File: src/rtl/mrk_pkg.sv
package mrk_pkg;
    localparam int MaxLeaves = 256;
    localparam int WordsPerNode = 4;
    localparam int NodeAw = $clog2(MaxLeaves);
    localparam int MemAw = $clog2(MaxLeaves * WordsPerNode);
    localparam int CntW = $clog2(MaxLeaves + 1);

    localparam logic [255:0] ShaIv = {
        32'h6a09e667, 32'hbb67ae85, 32'h3c6ef372, 32'ha54ff53a,
        32'h510e527f, 32'h9b05688c, 32'h1f83d9ab, 32'h5be0cd19};

    function automatic logic [31:0] sha_k(input logic [5:0] i);
        logic [31:0] k [64];
        k = '{
            32'h428a2f98, 32'h71374491, 32'hb5c0fbcf, 32'he9b5dba5,
            32'h3956c25b, 32'h59f111f1, 32'h923f82a4, 32'hab1c5ed5,
            32'hd807aa98, 32'h12835b01, 32'h243185be, 32'h550c7dc3,
            32'h72be5d74, 32'h80deb1fe, 32'h9bdc06a7, 32'hc19bf174,
            32'he49b69c1, 32'hefbe4786, 32'h0fc19dc6, 32'h240ca1cc,
            32'h2de92c6f, 32'h4a7484aa, 32'h5cb0a9dc, 32'h76f988da,
            32'h983e5152, 32'ha831c66d, 32'hb00327c8, 32'hbf597fc7,
            32'hc6e00bf3, 32'hd5a79147, 32'h06ca6351, 32'h14292967,
            32'h27b70a85, 32'h2e1b2138, 32'h4d2c6dfc, 32'h53380d13,
            32'h650a7354, 32'h766a0abb, 32'h81c2c92e, 32'h92722c85,
            32'ha2bfe8a1, 32'ha81a664b, 32'hc24b8b70, 32'hc76c51a3,
            32'hd192e819, 32'hd6990624, 32'hf40e3585, 32'h106aa070,
            32'h19a4c116, 32'h1e376c08, 32'h2748774c, 32'h34b0bcb5,
            32'h391c0cb3, 32'h4ed8aa4a, 32'h5b9cca4f, 32'h682e6ff3,
            32'h748f82ee, 32'h78a5636f, 32'h84c87814, 32'h8cc70208,
            32'h90befffa, 32'ha4506ceb, 32'hbef9a3f7, 32'hc67178f2};
        return k[i];
    endfunction
endpackage

File: src/rtl/mrk_sha_core.sv
module mrk_sha_core (
    input  logic         i_clk,
    input  logic         i_rst_n,
    input  logic         i_start,
    input  logic [511:0] i_block,
    input  logic [255:0] i_hin,
    output logic         o_done,
    output logic [255:0] o_hout
);
    import mrk_pkg::*;

    logic [31:0]  r_w [16];
    logic [31:0]  r_a, r_b, r_c, r_d, r_e, r_f, r_g, r_h;
    logic [255:0] r_hin;
    logic [5:0]   r_rnd;
    logic         r_run, r_done;
    logic [31:0]  s0, s1, wn, t1, t2, ch, mj, se, sa;

    // round and schedule logic
    always_comb begin
        s0 = {r_w[1][6:0], r_w[1][31:7]} ^ {r_w[1][17:0], r_w[1][31:18]} ^ (r_w[1] >> 3);
        s1 = {r_w[14][16:0], r_w[14][31:17]} ^ {r_w[14][18:0], r_w[14][31:19]}
             ^ (r_w[14] >> 10);
        wn = r_w[0] + s0 + r_w[9] + s1;
        se = {r_e[5:0], r_e[31:6]} ^ {r_e[10:0], r_e[31:11]} ^ {r_e[24:0], r_e[31:25]};
        ch = (r_e & r_f) ^ (~r_e & r_g);
        sa = {r_a[1:0], r_a[31:2]} ^ {r_a[12:0], r_a[31:13]} ^ {r_a[21:0], r_a[31:22]};
        mj = (r_a & r_b) ^ (r_a & r_c) ^ (r_b & r_c);
        t1 = r_h + se + ch + sha_k(r_rnd) + r_w[0];
        t2 = sa + mj;
    end

    // 64 rounds, one per cycle
    always_ff @(posedge i_clk) begin
        r_done <= 1'b0;
        if (!i_rst_n) begin
            r_run <= 1'b0;
            r_rnd <= '0;
        end else if (i_start && !r_run) begin
            r_run <= 1'b1;
            r_rnd <= '0;
            r_hin <= i_hin;
            for (int i = 0; i < 16; i++) r_w[i] <= i_block[511 - 32*i -: 32];
            {r_a, r_b, r_c, r_d, r_e, r_f, r_g, r_h} <= i_hin;
        end else if (r_run) begin
            for (int i = 0; i < 15; i++) r_w[i] <= r_w[i+1];
            r_w[15] <= wn;
            {r_a, r_b, r_c, r_d, r_e, r_f, r_g, r_h} <=
                {t1 + t2, r_a, r_b, r_c, r_d + t1, r_e, r_f, r_g};
            r_rnd <= r_rnd + 6'd1;
            if (r_rnd == 6'd63) begin
                r_run  <= 1'b0;
                r_done <= 1'b1;
            end
        end
    end

    assign o_done = r_done;
    assign o_hout = {r_hin[255:224] + r_a, r_hin[223:192] + r_b, r_hin[191:160] + r_c,
                     r_hin[159:128] + r_d, r_hin[127:96] + r_e, r_hin[95:64] + r_f,
                     r_hin[63:32] + r_g, r_hin[31:0] + r_h};
endmodule

File: config.mk
export PLATFORM = sky130hd
export DESIGN_NAME = mrk_sha_core
export DESIGN_NICKNAME = d
export VERILOG_FILES = /design/src/rtl/mrk_pkg.sv /design/src/rtl/mrk_sha_core.sv
export SDC_FILE = /design/constraint.sdc
export NUM_CORES = 2
export LEC_CHECK = 0
export BUFFER_PORTS_ARGS = -buffer_cell sky130_fd_sc_hd__buf_2
export CELL_PAD_IN_SITES_DETAIL_PLACEMENT = 1
export CELL_PAD_IN_SITES_GLOBAL_PLACEMENT = 1
export CORE_UTILIZATION = 41
export DETAILED_ROUTE_END_ITERATION = 8
export PLACE_DENSITY = 0.88
export SLEW_MARGIN = 30
export SYNTH_ARGS = -nofsm -noshare
export SYNTH_HDL_FRONTEND = slang
export SYNTH_SLANG_ARGS = --single-unit
export TNS_END_PERCENT = 30
File: constraint.sdc
create_clock -name i_clk -period 12.6 [get_ports i_clk]
set_input_delay 1.26 -clock i_clk [delete_from_list [all_inputs] [get_ports i_clk]]
set_output_delay 1.26 -clock i_clk [all_outputs]
set_load 0.005 [all_outputs]
==> results.md <==
* Achievable frequency at roughly 100 MHz
* Worst setup margin at between 2 and 3 ns
* Filler cell count at 18700
* GRT Overall Usage at between 30% and 40%
* First-pass GRT wire length at 448 mm
* Slew Limit Fails at 0
* Global routing usage on met3 at 9.23%
* Drc violations at 0
* Die ar. at between 150000 and 200000 um2
* Layout area overhead at 16.2%
* Top area cells in the synthesized netlist: edfxtp_1, nand2_1, ha_1, fa_1, mux2_2
* Mapped Cells at ~6700
* Row count at 150
* Worst Tran Pin Value at around 1.1 ns
* Vias per inst at between 6 and 7
* Mux share of post-synthesis cell area at approximately 6.0%
* XOR/XNOR Fraction of Synth Area at between 7 and 8%
* Wirelength, routed at 331 mm
* Unrepaired setup endpoints after global routing: no
* Die width at slightly above 400 um
* Bufs and invs on worst path at 6
* Syn Nets at a little over 8000
* Final Hold Vio Count at 0
* Netlist cell types at 89
* Final ANT Viol Nets at 0
* Htree depth at 3
* Post-synth EDFFs at a little over 1000
* Ys Warns at 0
* Synth Area in Simple Gates at about an eighth
* Critical path fanouts, max at 19
* Largest net degree at the start of global routing at approximately 180
* Largest family of logic cells by synthesized area: simple AND/OR/NAND/NOR gates
* Proportion of layout cells with a drive suffix above 1 at approximately a fifth
* Final HPWL DP at approximately 250 mm
* # IOs at between 1000 and 1500
* Nature of the critical path endpoint: flip-flop
* Global route total overflow at 0
* Gates resized, CTS repair at 0
* Clk sinks at 1032
* Layout Nets at just under 9000
* Worst slack, placed at around 3.0 ns
* Fin crit share at 77.2%
* Worst-path clk slew at about 0.06 ns
* Worst path arrival time at 10.24 ns
* Setup_tns at 0 ns
* Syn_area_per_cell at slightly above 10 um2
* Cell mode on critical path: inv_1
* Largest stage delay, worst path at roughly 1 ns
* Worst relative slew slack at between 20% and 30%
* Syn Std Cell Area at 69200 um2
* Initial antenna violation count at ~140
* CTS tree: yes
* Setup CP Type: flip-flop to flip-flop
* Final Setup Violations at 0
* Startpoint Class: flip-flop
* Final estimated routing congestion in global placement at 0.993
* Vias at between 60000 and 70000
* Number of buffers created by CTS at around 110
* Clock tree buffer depth at 3
* Core ar. at about 170000 um2
* Worst EP required at roughly 13 ns
* FF+latch count, synth at 1032
* Drt pass-1 iters at 6
* Run status: complete, no violations
* Ys async rst share at 0%
* Post-Synth Adder-Cell Area at 12.7%
* Met1 Resource Use GR at between 40 and 50%
* Initial Utilization at 41.3%
* Number of DRC markers in iteration 0 at about 6600
* CP top delay family: compound AO/OA/AOI/OAI gates
* Clk_lat worst skew at 0.84 ns
* Most Used Layer, Global Route: met2
* Routed WL per cell at roughly 33 um
* Root Buffer: clkbuf_16
* Post-CTS Hold Buffers at 0
* Ys flop type: edfxtp_1
* Share of the synthesized area in the top cell type at between 40 and 50%
* Period minus WS final at 9.73 ns
* Post-synthesis sequential area ratio at between 40% and 50%
* Setup fix buffers added after clock tree synthesis at 0
* Slowest cell on crit path: ha_1
* Die Span Y at between 400 and 500 um
* Number of max-cap violations at 0
* Port Buffers at around 1000
* Met2 Resource Use GR at between 50 and 60%
* Compound-Gate Fraction of Synth Area at about an eighth
* Area leader, netlist: edfxtp_1
* Setup Skew at between 0.08 and 0.09 ns
* Hold WC Path Type: flip-flop to flip-flop
* Vias in the first global route at 62200
[through the flow]
stage / cell area [um2] / hold WS (ns) / std cells / utilization (%)
2_1_floorplan: 69200 / 0.491 / 6692 / -
4_1_cts: 80100 / 0.517 / 9886 / 47.8
3_3_place_gp: 76400 / 0.496 / 9672 / 45.6
3_5_place_dp: 76400 / 0.510 / 9673 / 45.6
6_report: 80500 / 0.503 / 9984 / 48.1
5_1_grt: 80400 / 0.541 / 9944 / 48.0
[worst reg2reg max path, delay by kind of cell, from the launching register on]
kind,cells,cell delay [ns]
AOI/OAI and AO/OA,15,3.53
adders and majority gates,7,3.16
and+or+nand+nor,5,1.11
buffers and inverters,6,0.94
xor gates and xnor gates,2,0.42
DFF,1,0.31
[cell families (layout without fill, tap and decap cells)]
logic type	after synthesis	count (layout)
mux	369	369
flops	1032	1032
xor+xnor	548	548
other cells	0	94
simple gates	2098	2098
compound gates	1347	1347
fa+ha+maj	588	588
buf+inv	710	1704
[cell usage in the layout, fill, tap and decap left out, drive strengths merged, types with 85 or more instances in the layout]
master     n
o21ai    288
xor2     139
fa       195
inv      423
edfxtp  1024
mux2     330
a21oi    368
nor2     320
clkbuf   140
nand3     85
ha       390
diode     94
a21o     172
buf     1069
nand2   1317
xnor2    407
[area by class of cell]
cell class | instances | area, um2 | share of cell area (%)
Multi-Input combinational cell | 4950 | 35600 | 44.3
Sequential cell | 1032 | 30900 | 38.4
Timing Repair Buffer | 1069 | 5640 | 7.01
Clock buffer | 140 | 2930 | 3.64
Tap cell | 2204 | 2760 | 3.43
Inverter | 422 | 1590 | 1.98
Clock inverter | 73 | 766 | 0.952
Antenna cell | 94 | 235 | 0.292
[per-layer routing]
| metal | part of all wire [%] | wire length (um) |
|---|---|---|
| met5 | 0.15 | 512 |
| met4 | 8.1 | 26900 |
| met2 | 45 | 150000 |
| met1 | 36 | 120000 |
| met3 | 10 | 34000 |
[cells in the mapped netlist (16+ instances only)]
cell / count
a31oi_1: 43
nand2_1: 1317
fa_1: 195
a311oi_1: 28
mux2i_1: 33
nor3b_1: 22
or3_1: 19
nor3_1: 83
o21ai_0: 280
a2111oi_0: 21
a31o_2: 17
a21o_1: 172
o31ai_1: 19
clkbuf_1: 248
mux2_2: 329
xnor2_1: 403
nand3_1: 85
and4_1: 17
xor2_1: 139
nand2b_1: 49
nor2b_1: 47
inv_1: 419
nor4_1: 16
a21boi_0: 22
o21bai_1: 60
a221oi_1: 21
a21oi_1: 365
ha_1: 390
edfxtp_1: 1024
or2_2: 16
nor2_1: 320
and3_1: 38
o211ai_1: 50
nand4_1: 31
a211oi_1: 37
buf_1: 25
a211o_1: 29
o21a_1: 58
[final timing paths]
check | start | to | slack, ns | cells after the start
min | r_w[1][237] | r_w[1][205] | 0.50 | 2
max | r_rnd[1] | r_a[31] | 2.87 | 35
min reg2reg | r_w[1][237] | r_w[1][205] | 0.50 | 2
max reg2reg | r_rnd[1] | r_a[31] | 2.87 | 35
[flip-flops by register name, indices dropped and copies added (netlist names)]
register	count
o_done	1
r_a	32
r_b	32
r_c	32
r_d	32
r_e	32
r_f	32
r_g	32
r_h	32
r_hin	256
r_rnd	6
r_run	1
r_w	512
Power is not shown: default switching activity piles up to over one toggle a cycle in this logic, so the estimate is an artifact.
